File: src/hw/rtl/trt_pkg.sv
// Shared types, codes and constants of the throttled request tracker.
`default_nettype none
package trt_pkg;

    // Default sizes of the two tables
    localparam int PENDING_DEPTH_DEF  = 32;
    localparam int PRIORITY_DEPTH_DEF = 64;

    // Field widths
    localparam int ITEM_W  = 32;
    localparam int WAIT_W  = 12;
    localparam int CFG_IDX_W = 8;
    localparam int CFG_DATA_W = 16;

    // Request types
    localparam logic [2:0] REQ_TRACK   = 3'd0;
    localparam logic [2:0] REQ_FILL    = 3'd1;
    localparam logic [2:0] REQ_REJECT  = 3'd2;
    localparam logic [2:0] REQ_TICK    = 3'd3;
    localparam logic [2:0] REQ_CLR_PRI = 3'd4;
    localparam logic [2:0] REQ_ADD_PRI = 3'd5;

    // Result kinds
    localparam logic [1:0] KIND_ISSUE = 2'd0;
    localparam logic [1:0] KIND_IMPL  = 2'd1;
    localparam logic [1:0] KIND_EXPL  = 2'd2;
    localparam logic [1:0] KIND_DROP  = 2'd3;

    // Emit source select
    localparam logic [1:0] EM_HIT   = 2'd0;
    localparam logic [1:0] EM_DROP  = 2'd1;
    localparam logic [1:0] EM_ISSUE = 2'd2;
    localparam logic [1:0] EM_FIN   = 2'd3;

    // Configuration register indexes
    localparam logic [CFG_IDX_W-1:0] CFG_SETTLE   = 8'd0;
    localparam logic [CFG_IDX_W-1:0] CFG_SPACING  = 8'd1;
    localparam logic [CFG_IDX_W-1:0] CFG_BUDGET   = 8'd2;
    localparam logic [CFG_IDX_W-1:0] CFG_MAX_WAIT = 8'd3;

    // Configuration reset values
    localparam logic [15:0]       SETTLE_RST   = 16'd1000;
    localparam logic [15:0]       SPACING_RST  = 16'd50;
    localparam logic [3:0]        BUDGET_RST   = 4'd6;
    localparam logic [WAIT_W-1:0] MAX_WAIT_RST = 12'd1200;
    localparam logic [WAIT_W-1:0] WAIT_SAT     = 12'd4095;

    typedef struct packed {
        logic [2:0]        req_type;
        logic [ITEM_W-1:0] item_id;
        logic              implicit;
        logic              cache_hit;
        logic [31:0]       now_ms;
        logic              in_world;
    } in_item_t;

    typedef struct packed {
        logic [1:0]        out_kind;
        logic [ITEM_W-1:0] out_item;
        logic              success;
        logic              last;
    } out_item_t;

    typedef struct packed {
        logic [ITEM_W-1:0] item;
        logic [WAIT_W-1:0] wait_cnt;
        logic              issued;
        logic              implicit;
        logic              failed;
        logic              loaded;
    } entry_t;

    // Commands from controller to datapath
    typedef struct packed {
        logic       load_req;
        logic       clr_idx;
        logic       inc_idx;
        logic       ent_rd;
        logic       ent_rd_last;
        logic       ent_wr_match;
        logic       ent_append;
        logic       ent_wb;
        logic       ent_move;
        logic       load_e;
        logic       gate_upd;
        logic       tick_setup;
        logic       clr_pidx;
        logic       inc_pidx;
        logic       pri_rd;
        logic       pri_found;
        logic       pri_append;
        logic       pri_clear;
        logic       issue;
        logic       dec_count;
        logic       emit;
        logic [1:0] emit_sel;
        logic       flush;
    } cmd_t;

    // Status from datapath to controller
    typedef struct packed {
        logic [2:0] req_type;
        logic       hit;
        logic       impl;
        logic       item_zero;
        logic       idx_end;
        logic       idx_is_last;
        logic       ent_match;
        logic       ent_full;
        logic       count_zero;
        logic       pidx_end;
        logic       pri_match;
        logic       pri_full;
        logic       gate_open;
        logic       e_issued;
        logic       e_loaded;
        logic       e_failed;
        logic       e_timeout;
        logic       go;
        logic       hold_valid;
        logic       out_free;
    } status_t;

endpackage
`default_nettype wire

File: src/hw/rtl/trt_ctrl.sv
// Controller state machine of the request tracker.
`default_nettype none
module trt_ctrl (
    input  wire logic            clk,
    input  wire logic            rst_n,
    input  wire logic            in_valid,
    output logic                 busy,
    input  wire trt_pkg::status_t st,
    output trt_pkg::cmd_t        cmd
);
    import trt_pkg::*;

    localparam logic [4:0] S_IDLE      = 5'd0;
    localparam logic [4:0] S_DISPATCH  = 5'd1;
    localparam logic [4:0] S_EMIT_HIT  = 5'd2;
    localparam logic [4:0] S_SRCH_RD   = 5'd3;
    localparam logic [4:0] S_SRCH_CMP  = 5'd4;
    localparam logic [4:0] S_SRCH_MISS = 5'd5;
    localparam logic [4:0] S_EMIT_DROP = 5'd6;
    localparam logic [4:0] S_FLUSH     = 5'd7;
    localparam logic [4:0] S_GATE      = 5'd8;
    localparam logic [4:0] S_GATE2     = 5'd9;
    localparam logic [4:0] S_T_RD      = 5'd10;
    localparam logic [4:0] S_T_LOAD    = 5'd11;
    localparam logic [4:0] S_T_CHK     = 5'd12;
    localparam logic [4:0] S_P_RD      = 5'd13;
    localparam logic [4:0] S_P_CMP     = 5'd14;
    localparam logic [4:0] S_T_GO      = 5'd15;
    localparam logic [4:0] S_EMIT_ISS  = 5'd16;
    localparam logic [4:0] S_T_FIN     = 5'd17;
    localparam logic [4:0] S_T_MV      = 5'd18;
    localparam logic [4:0] S_T_MVW     = 5'd19;
    localparam logic [4:0] S_EMIT_FIN  = 5'd20;

    logic [4:0] state_reg;
    logic [4:0] state_next;
    logic       is_add;

    assign busy   = (state_reg != S_IDLE);
    assign is_add = (st.req_type == REQ_ADD_PRI);

    // State register
    always_ff @(posedge clk or negedge rst_n)
    begin
        if (!rst_n)
            state_reg <= S_IDLE;
        else
            state_reg <= state_next;
    end

    // Next state and commands
    always_comb
    begin
        state_next = state_reg;
        cmd        = '0;
        unique case (state_reg)
            S_IDLE:
            begin
                if (in_valid)
                begin
                    cmd.load_req = 1'b1;
                    state_next   = S_DISPATCH;
                end
            end
            S_DISPATCH:
            begin
                case (st.req_type)
                    REQ_TRACK:
                    begin
                        if (st.hit)
                            state_next = st.impl ? S_FLUSH : S_EMIT_HIT;
                        else
                        begin
                            cmd.clr_idx = 1'b1;
                            state_next  = S_SRCH_RD;
                        end
                    end
                    REQ_FILL, REQ_REJECT:
                    begin
                        cmd.clr_idx = 1'b1;
                        state_next  = S_SRCH_RD;
                    end
                    REQ_TICK:
                        state_next = S_GATE;
                    REQ_CLR_PRI:
                    begin
                        cmd.pri_clear = 1'b1;
                        state_next    = S_FLUSH;
                    end
                    REQ_ADD_PRI:
                    begin
                        if (st.item_zero)
                            state_next = S_FLUSH;
                        else
                        begin
                            cmd.clr_pidx = 1'b1;
                            state_next   = S_P_RD;
                        end
                    end
                    default:
                        state_next = S_FLUSH;
                endcase
            end
            S_EMIT_HIT:
            begin
                if (st.out_free)
                begin
                    cmd.emit     = 1'b1;
                    cmd.emit_sel = EM_HIT;
                    state_next   = S_FLUSH;
                end
            end
            S_SRCH_RD:
            begin
                if (st.idx_end)
                    state_next = S_SRCH_MISS;
                else
                begin
                    cmd.ent_rd = 1'b1;
                    state_next = S_SRCH_CMP;
                end
            end
            S_SRCH_CMP:
            begin
                if (st.ent_match)
                begin
                    cmd.ent_wr_match = 1'b1;
                    state_next       = S_FLUSH;
                end
                else
                begin
                    cmd.inc_idx = 1'b1;
                    state_next  = S_SRCH_RD;
                end
            end
            S_SRCH_MISS:
            begin
                if (st.req_type != REQ_TRACK)
                    state_next = S_FLUSH;
                else if (st.ent_full)
                    state_next = S_EMIT_DROP;
                else
                begin
                    cmd.ent_append = 1'b1;
                    state_next     = S_FLUSH;
                end
            end
            S_EMIT_DROP:
            begin
                if (st.out_free)
                begin
                    cmd.emit     = 1'b1;
                    cmd.emit_sel = EM_DROP;
                    state_next   = S_FLUSH;
                end
            end
            S_FLUSH:
            begin
                if (!st.hold_valid)
                    state_next = S_IDLE;
                else if (st.out_free)
                begin
                    cmd.flush  = 1'b1;
                    state_next = S_IDLE;
                end
            end
            S_GATE:
            begin
                cmd.gate_upd = 1'b1;
                state_next   = S_GATE2;
            end
            S_GATE2:
            begin
                if (st.count_zero)
                    state_next = S_FLUSH;
                else
                begin
                    cmd.tick_setup = 1'b1;
                    cmd.clr_idx    = 1'b1;
                    state_next     = S_T_RD;
                end
            end
            S_T_RD:
            begin
                if (st.idx_end)
                    state_next = S_FLUSH;
                else
                begin
                    cmd.ent_rd = 1'b1;
                    state_next = S_T_LOAD;
                end
            end
            S_T_LOAD:
            begin
                cmd.load_e = 1'b1;
                state_next = S_T_CHK;
            end
            S_T_CHK:
            begin
                if (st.gate_open && !st.e_issued)
                begin
                    cmd.clr_pidx = 1'b1;
                    state_next   = S_P_RD;
                end
                else
                    state_next = S_T_FIN;
            end
            S_P_RD:
            begin
                if (st.pidx_end)
                begin
                    if (is_add)
                    begin
                        cmd.pri_append = !st.pri_full;
                        state_next     = S_FLUSH;
                    end
                    else
                        state_next = S_T_GO;
                end
                else
                begin
                    cmd.pri_rd = 1'b1;
                    state_next = S_P_CMP;
                end
            end
            S_P_CMP:
            begin
                if (st.pri_match)
                begin
                    cmd.pri_found = 1'b1;
                    state_next    = is_add ? S_FLUSH : S_T_GO;
                end
                else
                begin
                    cmd.inc_pidx = 1'b1;
                    state_next   = S_P_RD;
                end
            end
            S_T_GO:
            begin
                if (st.go)
                begin
                    cmd.issue  = 1'b1;
                    state_next = S_EMIT_ISS;
                end
                else
                    state_next = S_T_FIN;
            end
            S_EMIT_ISS:
            begin
                if (st.out_free)
                begin
                    cmd.emit     = 1'b1;
                    cmd.emit_sel = EM_ISSUE;
                    state_next   = S_T_FIN;
                end
            end
            S_T_FIN:
            begin
                if (st.e_loaded || st.e_failed || st.e_timeout)
                begin
                    cmd.dec_count = 1'b1;
                    state_next    = S_T_MV;
                end
                else
                begin
                    cmd.ent_wb  = 1'b1;
                    cmd.inc_idx = 1'b1;
                    state_next  = S_T_RD;
                end
            end
            S_T_MV:
            begin
                if (st.idx_is_last)
                    state_next = S_EMIT_FIN;
                else
                begin
                    cmd.ent_rd_last = 1'b1;
                    state_next      = S_T_MVW;
                end
            end
            S_T_MVW:
            begin
                cmd.ent_move = 1'b1;
                state_next   = S_EMIT_FIN;
            end
            S_EMIT_FIN:
            begin
                if (st.out_free)
                begin
                    cmd.emit     = 1'b1;
                    cmd.emit_sel = EM_FIN;
                    state_next   = S_T_RD;
                end
            end
            default:
                state_next = S_IDLE;
        endcase
    end

endmodule
`default_nettype wire

File: src/hw/rtl/trt_dp.sv
// Datapath of the request tracker: tables, counters, timing state, result buffers.
`default_nettype none
module trt_dp #(
    parameter int PENDING_DEPTH  = trt_pkg::PENDING_DEPTH_DEF,
    parameter int PRIORITY_DEPTH = trt_pkg::PRIORITY_DEPTH_DEF
) (
    input  wire logic                              clk,
    input  wire logic                              rst_n,
    input  wire trt_pkg::in_item_t                 in_data,
    output trt_pkg::out_item_t                     out_data,
    output logic                                   out_valid,
    input  wire logic                              out_stall,
    input  wire logic                              cfg_wr_en,
    input  wire logic [trt_pkg::CFG_IDX_W-1:0]     cfg_index,
    input  wire logic [trt_pkg::CFG_DATA_W-1:0]    cfg_wdata,
    input  wire trt_pkg::cmd_t                     cmd,
    output trt_pkg::status_t                       st
);
    import trt_pkg::*;

    localparam int EIW = (PENDING_DEPTH > 1) ? $clog2(PENDING_DEPTH) : 1;
    localparam int ECW = $clog2(PENDING_DEPTH + 1);
    localparam int PIW = (PRIORITY_DEPTH > 1) ? $clog2(PRIORITY_DEPTH) : 1;
    localparam int PCW = $clog2(PRIORITY_DEPTH + 1);

    // Configuration
    logic [15:0]       settle_reg;
    logic [15:0]       spacing_reg;
    logic [3:0]        budget_cfg_reg;
    logic [WAIT_W-1:0] max_wait_reg;

    // Control and timing state
    logic [ECW-1:0]    count_reg;
    logic [ECW-1:0]    idx_reg;
    logic [PCW-1:0]    pcount_reg;
    logic [PCW-1:0]    pidx_reg;
    logic              gate_reg;
    logic [31:0]       world_since_reg;
    logic [31:0]       last_issue_reg;
    logic [3:0]        budget_reg;
    logic              bg_reg;
    logic              pri_reg;
    logic              hold_valid_reg;
    logic              out_valid_reg;

    // Payload registers
    in_item_t          req_reg;
    entry_t            e_reg;
    out_item_t         hold_reg;
    out_item_t         out_reg;

    // Memories
    entry_t            ent_mem [PENDING_DEPTH];
    entry_t            ent_rdata_reg;
    logic [ITEM_W-1:0] pri_mem [PRIORITY_DEPTH];
    logic [ITEM_W-1:0] pri_rdata_reg;

    logic              ent_we;
    logic [EIW-1:0]    ent_waddr;
    entry_t            ent_wdata;
    logic [EIW-1:0]    ent_raddr;
    entry_t            match_word;
    entry_t            wb_word;
    entry_t            new_word;
    out_item_t         emit_word;
    out_item_t         push_word;
    logic [31:0]       ws_eff;
    logic [31:0]       settle_dt;
    logic [31:0]       spacing_dt;
    logic [ITEM_W-1:0] pri_key;
    logic              out_free;

    assign out_free  = !out_valid_reg || !out_stall;
    assign out_valid = out_valid_reg;
    assign out_data  = out_reg;

    // Entry updates for the various write sources
    always_comb
    begin
        match_word = ent_rdata_reg;
        case (req_reg.req_type)
            REQ_TRACK:  match_word.implicit = ent_rdata_reg.implicit & req_reg.implicit;
            REQ_FILL:   match_word.loaded   = 1'b1;
            REQ_REJECT: match_word.failed   = 1'b1;
            default:    match_word          = ent_rdata_reg;
        endcase

        wb_word = e_reg;
        if (e_reg.issued && e_reg.wait_cnt != WAIT_SAT)
            wb_word.wait_cnt = e_reg.wait_cnt + WAIT_W'(1);

        new_word          = '0;
        new_word.item     = req_reg.item_id;
        new_word.implicit = req_reg.implicit;
    end

    // Entry memory write and read port selection
    always_comb
    begin
        ent_we    = cmd.ent_wr_match | cmd.ent_append | cmd.ent_wb | cmd.ent_move;
        ent_waddr = idx_reg[EIW-1:0];
        ent_wdata = ent_rdata_reg;
        if (cmd.ent_wr_match)
            ent_wdata = match_word;
        else if (cmd.ent_append)
        begin
            ent_waddr = count_reg[EIW-1:0];
            ent_wdata = new_word;
        end
        else if (cmd.ent_wb)
            ent_wdata = wb_word;
        ent_raddr = cmd.ent_rd_last ? count_reg[EIW-1:0] : idx_reg[EIW-1:0];
    end

    always_ff @(posedge clk)
    begin
        if (ent_we)
            ent_mem[ent_waddr] <= ent_wdata;
        if (cmd.ent_rd || cmd.ent_rd_last)
            ent_rdata_reg <= ent_mem[ent_raddr];
    end

    // Priority set memory
    always_ff @(posedge clk)
    begin
        if (cmd.pri_append)
            pri_mem[pcount_reg[PIW-1:0]] <= req_reg.item_id;
        if (cmd.pri_rd)
            pri_rdata_reg <= pri_mem[pidx_reg[PIW-1:0]];
    end

    // Gate and spacing arithmetic
    always_comb
    begin
        ws_eff = world_since_reg;
        if (req_reg.in_world && world_since_reg == 32'd0)
            ws_eff = req_reg.now_ms;
        settle_dt  = req_reg.now_ms - ws_eff;
        spacing_dt = req_reg.now_ms - last_issue_reg;
    end

    // Result word selection
    always_comb
    begin
        emit_word      = '0;
        emit_word.last = 1'b0;
        case (cmd.emit_sel)
            EM_HIT:
            begin
                emit_word.out_kind = KIND_EXPL;
                emit_word.out_item = req_reg.item_id;
                emit_word.success  = 1'b1;
            end
            EM_DROP:
            begin
                emit_word.out_kind = KIND_DROP;
                emit_word.out_item = req_reg.item_id;
            end
            EM_ISSUE:
            begin
                emit_word.out_kind = KIND_ISSUE;
                emit_word.out_item = e_reg.item;
            end
            default:
            begin
                emit_word.out_kind = e_reg.implicit ? KIND_IMPL : KIND_EXPL;
                emit_word.out_item = e_reg.item;
                emit_word.success  = e_reg.loaded;
            end
        endcase
    end

    // Word moved from hold to the output register; a flush marks the end of the transaction
    always_comb
    begin
        push_word      = hold_reg;
        push_word.last = cmd.flush;
    end

    // Control state
    always_ff @(posedge clk or negedge rst_n)
    begin
        if (!rst_n)
        begin
            settle_reg      <= SETTLE_RST;
            spacing_reg     <= SPACING_RST;
            budget_cfg_reg  <= BUDGET_RST;
            max_wait_reg    <= MAX_WAIT_RST;
            count_reg       <= '0;
            idx_reg         <= '0;
            pcount_reg      <= '0;
            pidx_reg        <= '0;
            gate_reg        <= 1'b0;
            world_since_reg <= '0;
            last_issue_reg  <= '0;
            budget_reg      <= '0;
            bg_reg          <= 1'b0;
            pri_reg         <= 1'b0;
            hold_valid_reg  <= 1'b0;
            out_valid_reg   <= 1'b0;
        end
        else
        begin
            if (cfg_wr_en)
            begin
                unique case (cfg_index)
                    CFG_SETTLE:   settle_reg     <= cfg_wdata;
                    CFG_SPACING:  spacing_reg    <= cfg_wdata;
                    CFG_BUDGET:   budget_cfg_reg <= cfg_wdata[3:0];
                    CFG_MAX_WAIT: max_wait_reg   <= cfg_wdata[WAIT_W-1:0];
                    default:      ;
                endcase
            end

            if (cmd.clr_idx)
                idx_reg <= '0;
            else if (cmd.inc_idx)
                idx_reg <= idx_reg + ECW'(1);

            if (cmd.ent_append)
                count_reg <= count_reg + ECW'(1);
            else if (cmd.dec_count)
                count_reg <= count_reg - ECW'(1);

            if (cmd.pri_clear)
                pcount_reg <= '0;
            else if (cmd.pri_append)
                pcount_reg <= pcount_reg + PCW'(1);

            if (cmd.clr_pidx)
                pidx_reg <= '0;
            else if (cmd.inc_pidx)
                pidx_reg <= pidx_reg + PCW'(1);

            if (cmd.clr_pidx)
                pri_reg <= 1'b0;
            else if (cmd.pri_found)
                pri_reg <= 1'b1;

            // Settle gate, one-way
            if (cmd.gate_upd && !gate_reg)
            begin
                world_since_reg <= ws_eff;
                if (ws_eff != 32'd0 && settle_dt >= {16'd0, settle_reg})
                    gate_reg <= 1'b1;
            end

            if (cmd.tick_setup)
            begin
                budget_reg <= gate_reg ? budget_cfg_reg : 4'd0;
                bg_reg     <= gate_reg && (spacing_dt >= {16'd0, spacing_reg});
            end
            else if (cmd.issue)
            begin
                if (pri_reg)
                    budget_reg <= budget_reg - 4'd1;
                else
                begin
                    bg_reg         <= 1'b0;
                    last_issue_reg <= req_reg.now_ms;
                end
            end

            // Result buffering: the newest result waits in hold until its last flag is known
            if (cmd.emit)
                hold_valid_reg <= 1'b1;
            else if (cmd.flush)
                hold_valid_reg <= 1'b0;

            if ((cmd.emit && hold_valid_reg) || cmd.flush)
                out_valid_reg <= 1'b1;
            else if (!out_stall)
                out_valid_reg <= 1'b0;
        end
    end

    // Payload registers
    always_ff @(posedge clk)
    begin
        if (cmd.load_req)
            req_reg <= in_data;
        if (cmd.load_e)
            e_reg <= ent_rdata_reg;
        else if (cmd.issue)
            e_reg.issued <= 1'b1;
        if (cmd.emit)
            hold_reg <= emit_word;
        if ((cmd.emit && hold_valid_reg) || cmd.flush)
            out_reg <= push_word;
    end

    // Status to controller
    assign pri_key = (req_reg.req_type == REQ_ADD_PRI) ? req_reg.item_id : e_reg.item;

    always_comb
    begin
        st             = '0;
        st.req_type    = req_reg.req_type;
        st.hit         = req_reg.cache_hit;
        st.impl        = req_reg.implicit;
        st.item_zero   = (req_reg.item_id == '0);
        st.idx_end     = (idx_reg >= count_reg);
        st.idx_is_last = (idx_reg == count_reg);
        st.ent_match   = (ent_rdata_reg.item == req_reg.item_id);
        st.ent_full    = (count_reg >= ECW'(PENDING_DEPTH));
        st.count_zero  = (count_reg == '0);
        st.pidx_end    = (pidx_reg >= pcount_reg);
        st.pri_match   = (pri_rdata_reg == pri_key);
        st.pri_full    = (pcount_reg >= PCW'(PRIORITY_DEPTH));
        st.gate_open   = gate_reg;
        st.e_issued    = e_reg.issued;
        st.e_loaded    = e_reg.loaded;
        st.e_failed    = e_reg.failed;
        st.e_timeout   = e_reg.issued && (e_reg.wait_cnt >= max_wait_reg);
        st.go          = pri_reg ? (budget_reg != 4'd0) : bg_reg;
        st.hold_valid  = hold_valid_reg;
        st.out_free    = out_free;
    end

endmodule
`default_nettype wire

File: src/hw/rtl/throttled_request_tracker.sv
// Top level of the throttled request tracker: controller plus datapath.
//
//   channel   handshake            payload
//   input     in_valid / in_stall  in_data   (trt_pkg::in_item_t)
//   output    out_valid/ out_stall out_data  (trt_pkg::out_item_t)
//   config    cfg_wr_en            cfg_index, cfg_wdata
//
// One transaction is worked at a time. Track on a cache miss, fill and reject
// scan the pending table one entry at a time. A tick sweeps every pending entry,
// searches the priority table for each unissued entry once the gate is open and
// moves the last entry into each completion's slot. Each result needs the
// output register free; a stall on the output holds the sweep. Reset clears all
// control state and sets config to defaults; tables hold no valid bits to clear.
`default_nettype none
module throttled_request_tracker #(
    parameter int PENDING_DEPTH  = trt_pkg::PENDING_DEPTH_DEF,
    parameter int PRIORITY_DEPTH = trt_pkg::PRIORITY_DEPTH_DEF
) (
    input  wire logic                           clk,
    input  wire logic                           rst_n,
    input  wire logic                           in_valid,
    output logic                                in_stall,
    input  wire trt_pkg::in_item_t              in_data,
    output logic                                out_valid,
    input  wire logic                           out_stall,
    output trt_pkg::out_item_t                  out_data,
    input  wire logic                           cfg_wr_en,
    input  wire logic [trt_pkg::CFG_IDX_W-1:0]  cfg_index,
    input  wire logic [trt_pkg::CFG_DATA_W-1:0] cfg_wdata
);
    import trt_pkg::*;

    cmd_t    cmd;
    status_t st;
    logic    busy;

    assign in_stall = busy;

    trt_ctrl u_ctrl (
        .clk      (clk),
        .rst_n    (rst_n),
        .in_valid (in_valid),
        .busy     (busy),
        .st       (st),
        .cmd      (cmd)
    );

    trt_dp #(
        .PENDING_DEPTH  (PENDING_DEPTH),
        .PRIORITY_DEPTH (PRIORITY_DEPTH)
    ) u_dp (
        .clk       (clk),
        .rst_n     (rst_n),
        .in_data   (in_data),
        .out_data  (out_data),
        .out_valid (out_valid),
        .out_stall (out_stall),
        .cfg_wr_en (cfg_wr_en),
        .cfg_index (cfg_index),
        .cfg_wdata (cfg_wdata),
        .cmd       (cmd),
        .st        (st)
    );

endmodule
`default_nettype wire
File: config.mk
export PLATFORM = sky130hd
export DESIGN_NAME = throttled_request_tracker
export DESIGN_NICKNAME = d
export VERILOG_FILES = /design/src/hw/rtl/trt_pkg.sv /design/src/hw/rtl/trt_ctrl.sv /design/src/hw/rtl/trt_dp.sv /design/src/hw/rtl/throttled_request_tracker.sv
export SDC_FILE = /design/constraint.sdc
export NUM_CORES = 2
export LEC_CHECK = 0
export BUFFER_PORTS_ARGS = -buffer_cell sky130_fd_sc_hd__buf_2
export CAP_MARGIN = 15
export CORE_AREA = 5 5 638 640
export DETAILED_ROUTE_END_ITERATION = 7
export DIE_AREA = 0 0 643 645
export GPL_ROUTABILITY_DRIVEN = 0
export SLEW_MARGIN = 0
export SYNTH_ARGS = -nofsm -noshare
export SYNTH_HDL_FRONTEND = slang
export SYNTH_SLANG_ARGS = --single-unit
File: constraint.sdc
create_clock -name clk -period 12 [get_ports clk]
set_clock_uncertainty 0.05 [all_clocks]
set_input_delay 0.6 -clock clk [delete_from_list [all_inputs] [get_ports clk]]
set_output_delay 0.6 -clock clk [all_outputs]
set_load 0.01 [all_outputs]
Word level (Yosys, flattened, before mapping)
Memory sizes are Yosys's and may differ from the RTL's. A register that Yosys moved wholly into a read port is not among the register bits.
Cells that the tools add are included.

storage, ports and cells
  RAM bits = 3584
  memories = 2
  bits in latches = 0
  input bits = 99
  logic and storage cells = 269
  ROM bits = 0
  register bits = 341

memory list
  name          depth  bits a word  rd ports  clocked after Yosys merged registers in  write ports  RTL line      text
  u_dp.pri_mem  64     32           1         1                                        1            trt_dp.sv:55  logic [ITEM_W-1:0] pri_mem [PRIORITY_DEPTH];
  u_dp.ent_mem  32     48           1         1                                        1            trt_dp.sv:53  entry_t ent_mem [PENDING_DEPTH];

operators by class
  eq/ne operators = 41
  bitwise gates (word level) = 6
  multipliers = 0
  divide/modulo/power cells = 0
  multiplexer cells = 117
  shifts and indexed selects = 0
  $lt $le $gt $ge = 7
  $add $sub $neg = 9
  reductions and logical operators = 51

operator list
  operator                                              number
  2-to-1 mux 48 bit                                     3
  case mux 34 bit (3 select lines)                      1
  case mux 5 bit (20 select lines)                      1
  2-to-1 mux 5 bit                                      14
  equality test 32 bit                                  2
  >= comparator 32 x 16 -> 1 bit                        2
  logical NOT 32 bit                                    2
  2-to-1 mux 1 bit                                      64
  2-to-1 mux 32 bit                                     2
  subtractor 32 bit                                     2
  equality test 5 x 4 -> 1 bit (second input constant)  8
  2-to-1 mux 4 bit                                      8
  nonzero test 32 bit                                   1
  2-to-1 mux 7 bit                                      4
  equality test 5 bit (second input constant)           5
  2-to-1 mux 6 bit                                      4
  2-to-1 mux 3 bit                                      7
  equality test 5 x 3 -> 1 bit (second input constant)  4
  case mux 5 bit (4 select lines)                       1
  nonzero test 2 bit                                    9
  equality test 8 x 2 -> 1 bit (second input constant)  2
  adder 7 x 1 -> 7 bit (second input constant)          2
  AND reduction 2 bit                                   7
  adder 12 x 1 -> 12 bit (second input constant)        1
  42 further kinds                                      75

Longest topological paths before layout
  word-level depth = 9
  depth in mapped cells = 23
  mapped depth without buffers = 22

Cells and area by module
Synthesis repeated with hierarchy kept, for this count alone.

unflattened totals
  cells, all modules = 8023
  area, all modules = 159975.9 sq um

by module, submodules not included
  module    cells each  area an instance (sq um)  times used
  trt_dp    7874        158993.7                  1
  trt_ctrl  149         982.2                     1

Least setup slack after synthesis
Ideal clock, no wire load.

  kind = register -> register
  start = register u_dp.pidx_reg[0]
  end = memory u_dp.pri_mem[39][0], enable pin
  data arrival time = 4.979 ns
  required time = 11.529 ns
  setup slack = 6.549 ns
  cell stages (with the launch flop) = 16
  path buffers = 3
  library setup time = 0.421 ns
  period minus slack after synthesis = 5.451 ns
  cell sequence = dfrtp_1 > clkbuf_1 > clkbuf_1 > buf_1 > inv_1 > ha_1 > nand2b_1 > a21o_1 > a21o_1 > a21o_1 > a21o_1 > a21o_1 > a21oi_1 > nor3_1 > nand4_1 > nor2_1

between the ends
  cells in the longest elaborated chain, start to end = 5

RTL lines
  what                                    RTL line         text
  start: declaration                      trt_dp.sv:36     logic [PCW-1:0] pidx_reg;
  start signal: assignment                trt_dp.sv:233    pidx_reg <= pidx_reg + PCW'(1);
  >= comparator 7 bit                     trt_dp.sv:307    st.pidx_end = (pidx_reg >= pcount_reg);
  2-to-1 mux 1 bit                        trt_ctrl.sv:210  if (st.pidx_end)
  2-to-1 mux 1 bit                        trt_ctrl.sv:56   unique case (state_reg)
  2-to-1 mux 1 bit                        trt_dp.sv:126    if (cmd.pri_append)
  2-to-1 mux 1 bit (not written as such)  trt_dp.sv:127    pri_mem[pcount_reg[PIW-1:0]] <= req_reg.item_id;
  end: declaration                        trt_dp.sv:55

No other way between the ends.

Final worst setup path
  start = register u_dp.world_since_reg[1]
  end = register u_dp.gate_reg

between the ends
  cells in the longest elaborated chain, start to end = 7

RTL lines
  what                             RTL line       text
  start: declaration               trt_dp.sv:38   logic [31:0] world_since_reg;
  start signal: assignment         trt_dp.sv:243  world_since_reg <= ws_eff;
  logical NOT 32 bit               trt_dp.sv:136  if (req_reg.in_world && world_since_reg == 32'd0)
  logical AND 1 bit                trt_dp.sv:136
  2-to-1 mux 32 bit *              trt_dp.sv:136
  subtractor 32 bit                trt_dp.sv:138  settle_dt = req_reg.now_ms - ws_eff;
  >= comparator 32 x 16 -> 1 bit   trt_dp.sv:244  if (ws_eff != 32'd0 && settle_dt >= {16'd0, settle_reg})
  logical AND 1 bit *              trt_dp.sv:244
  AND reduction 2 bit (no line) *  n/a
  end signal: assignment           trt_dp.sv:193  gate_reg <= 1'b0;
  end signal: assignment           trt_dp.sv:245  gate_reg <= 1'b1;
  end: declaration                 trt_dp.sv:37   logic gate_reg;

Mark *: on every way between the ends. The rest lies on a longest branch, timed or not.
A chain may end at the register's enable or synchronous reset.

==> impl_metrics.json <==
{
  "status": "finished, final reports clean",
  "layout_worst_path_cycle_share_pct": 60.7,
  "syn_to_final_growth_pct": 13.8,
  "finalMaxSlewViolations": 0,
  "dieArea_um2": 415000,
  "yosysUniqueCellTypes": 88,
  "p_leak_nw": 57.5,
  "path_clk_slew_ns": 0.07,
  "crit_type": "reg -> reg",
  "synthTopCellsByArea": "edfxtp_1 (73%), mux4_2 (15%), dfrtp_1 (2.1%), nand2_1 (1.5%), ha_1 (0.98%)",
  "cp-start-kind": "flop",
  "final_net_count": 8648,
  "ios": 137,
  "tightestPinTransition_ns": 1.19,
  "crit_arrival_ns": 8.06,
  "floorplan.rows": 233,
  "io_buffers": 136,
  "cts-root-buf": "clkbuf_16",
  "max_freq_ghz": 0.137,
  "antenna_left": 0,
  "synth-seq-cells": 4005,
  "r2r_setup_slack_ns": 4.71,
  "grt_use_total_pct": 19.9,
  "crit_start": "u_dp.world_since_reg[1]",
  "cp_max_fo": 27,
  "grt_pass1_wl_mm": 604,
  "die_w_um": 643,
  "routedWlPerCell_um": 30.0,
  "reg2reg_depth": 22,
  "final-hold-violation-count": 0,
  "grt_pass1_vias": 81900,
  "via_count": 81200,
  "fin_crit_ns": 7.29,
  "p_total_mw": 37.6,
  "drc": 0,
  "synth_flop_cell": "edfxtp_1",
  "start_util_pct": 39.8,
  "gr-usage-met2_pct": 32.5,
  "synth_largest_area_cell": "edfxtp_1",
  "insertion_delay_ns": 0.97,
  "yosysSeqAreaShare_pct": 74.9,
  "setup_tns_ns": 0,
  "hold_class": "in -> reg",
  "met3_usage_pct": 2.78,
  "worstSetupEndpointType": "flop",
  "synth_top_area_share_pct": 72.5,
  "overflow": 0,
  "cts_hold_buffers": 89,
  "largest_reg_flops": 2048,
  "syn_avg_cell_area_um2": 20.0,
  "slew_headroom_pct": 20.7,
  "grt.met1_usage_pct": 27.2,
  "die_h_um": 645,
  "synth_async_sr_flop_share_pct": 3.80,
  "finalWirelength_mm": 422,
  "syn-num-nets": 8197,
  "whs_path_depth": 5,
  "cp-endpoint": "u_dp.gate_reg",
  "layout-drive-gt1-share_pct": 25.3,
  "dp_hpwl_mm": 234,
  "required_ns": 12.77,
  "drtIter0Drc": 9567,
  "maxCapViolCount": 0,
  "rsz0062_at_grt": "false",
  "utilization_pct": 45.3,
  "power.density_nw_per_um2": 207,
  "setup_viol": 0,
  "timing.rr.end": "u_dp.gate_reg",
  "firstDrtPassIters": 7,
  "synth-edff-count": 3853,
  "ys_top_cells_by_count": "edfxtp_1 (3,853), mux4_2 (1,056), nand2_1 (648), nand3_1 (301), clkbuf_1 (260)",
  "cts_tree": "built",
  "syn_inst": 7971,
  "clock_sinks": 4005,
  "synth_warnings": 0,
  "vdd_ir_drop_max_mv": 0.201,
  "drt-vias-per-instance": 5.78,
  "ctsHtreeMaxLevel": 5,
  "grt_most_used_layer": "met2",
  "post_cts_buffers": 0,
  "antenna_found_initial": 33,
  "yosysMostFrequentCell": "edfxtp_1",
  "coreArea_um2": 401000,
  "syn_area_um2": 160000,
  "cts_buffers": 408,
  "grt_max_degree": 147,
  "cts_max_path_buffers": 4,
  "rr_startpoint": "u_dp.world_since_reg[1]",
  "post_cts_resized": 0
}
==> cells by family after synthesis <==
kind of cell	share of synthesized area, %
AOI/OAI and AO/OA	2.23
DFF	74.9
adders and majority gates	1.02
xor gates and xnor gates	0.741
muxes	15.7
buffers and inverters	1.36
and+or+nand+nor	4.04
==> cell type report <==
| cell class | count | area, µm² |
|---|---|---|
| Fill cell | 33400 | 219000 |
| Sequential cell | 4005 | 120000 |
| Multi-Input combinational cell | 3440 | 38800 |
| Clock buffer | 507 | 10700 |
| Tap cell | 5287 | 6620 |
| Timing Repair Buffer | 444 | 3430 |
| Clock inverter | 226 | 2060 |
| Inverter | 123 | 462 |
| Antenna cell | 19 | 47.5 |
==> metal layers <==
layer / vias up / share of wire (%)
met4: 4 / 4.3
met2: 3376 / 49
met1: 43500 / 40
met5: - / 0.0062
li1: 33500 / -
met3: 780 / 6.9
==> placed cells by master (no fill, tap or decap), drive strengths merged, types with 9 or more instances in the layout <==
| cell | Yosys | final |
|---|---|---|
| mux4 | 1056 | 1056 |
| and3 | 14 | 14 |
| dfstp | 15 | 15 |
| nor3 | 35 | 35 |
| o21ai | 177 | 177 |
| buf | 143 | 355 |
| dfrtp | 137 | 137 |
| inv | 123 | 133 |
| o21a | 11 | 11 |
| edfxtp | 3853 | 3853 |
| nand2b | 30 | 30 |
| clkinv | 0 | 183 |
| mux2i | 44 | 44 |
| dlygate4sd3 | 0 | 89 |
| a22oi | 37 | 37 |
| a211oi | 19 | 19 |
| mux2 | 74 | 74 |
| o31ai | 10 | 10 |
| xor2 | 65 | 65 |
| nor2 | 248 | 248 |
| nand2 | 649 | 649 |
| diode | 0 | 19 |
| xnor2 | 70 | 70 |
| a21oi | 144 | 144 |
| ha | 125 | 125 |
| nand3 | 301 | 301 |
| clkbuf | 260 | 507 |
| bufinv | 0 | 25 |
| nor2b | 27 | 27 |
| a21o | 52 | 52 |
| o21bai | 14 | 14 |
| o211ai | 10 | 10 |
| nor4 | 51 | 51 |
| or3 | 11 | 11 |
| nand4 | 38 | 38 |
| a221oi | 9 | 9 |
==> how the worst min path moves through the flow <==
stage                      start             endpoint  slack, ns
5_1_grt             cfg_index[1]   u_dp.settle_reg[6]       0.14
6_report            cfg_index[0]   u_dp.settle_reg[7]       0.16
3_5_place_dp   u_dp.hold_reg[12]    u_dp.out_data[12]       0.35
2_1_floorplan              rst_n  u_ctrl.state_reg[0]       0.25
3_3_place_gp   u_dp.hold_reg[35]    u_dp.out_data[35]       0.35
4_1_cts             cfg_index[0]   u_dp.settle_reg[9]       0.05
==> where the power goes <==
part           switching (mW)  internal, mW  leakage [nW]  total [mW]
clock network            5.34          6.87          6.22        12.2
logic                    4.89          3.65          14.6        8.55
registers               0.403          16.4          36.6        16.8
==> critical path: stages, from the launching register on <==
cell and delay (ns):
dfrtp_1 0.44, nor4_1 0.39, nand4_1 0.25, nor3_4 0.99
a21oi_1 0.35, ha_1 0.44, a21oi_1 0.22, o21ai_0 0.17
a221oi_1 0.29, nor2_1 0.08, o31ai_2 0.60, nor2_1 0.19
nor2_1 0.16, nor2_1 0.07, xor2_1 0.15, ha_1 0.30
a211oi_1 0.41, o211ai_1 0.16, a2111oi_0 0.40, o2111ai_1 0.17
a2111o_1 0.30, a2111oi_0 0.37, a41oi_1 0.17
==> stage by stage <==
step / cell area [µm²] / hold WS (ns) / setup slack [ns] / cells
global route: 182000 / 0.138 / 4.38 / 14000
finish: 182000 / 0.156 / 4.71 / 14100
global placement: 168000 / 0.354 / 5.23 / 13200
CTS: 181000 / 0.0458 / 4.94 / 14000
floorplan: 160000 / 0.254 / 6.55 / 7971
detailed placement: 168000 / 0.355 / 4.95 / 13200
Note: power is estimated with default switching activity, not from simulation.
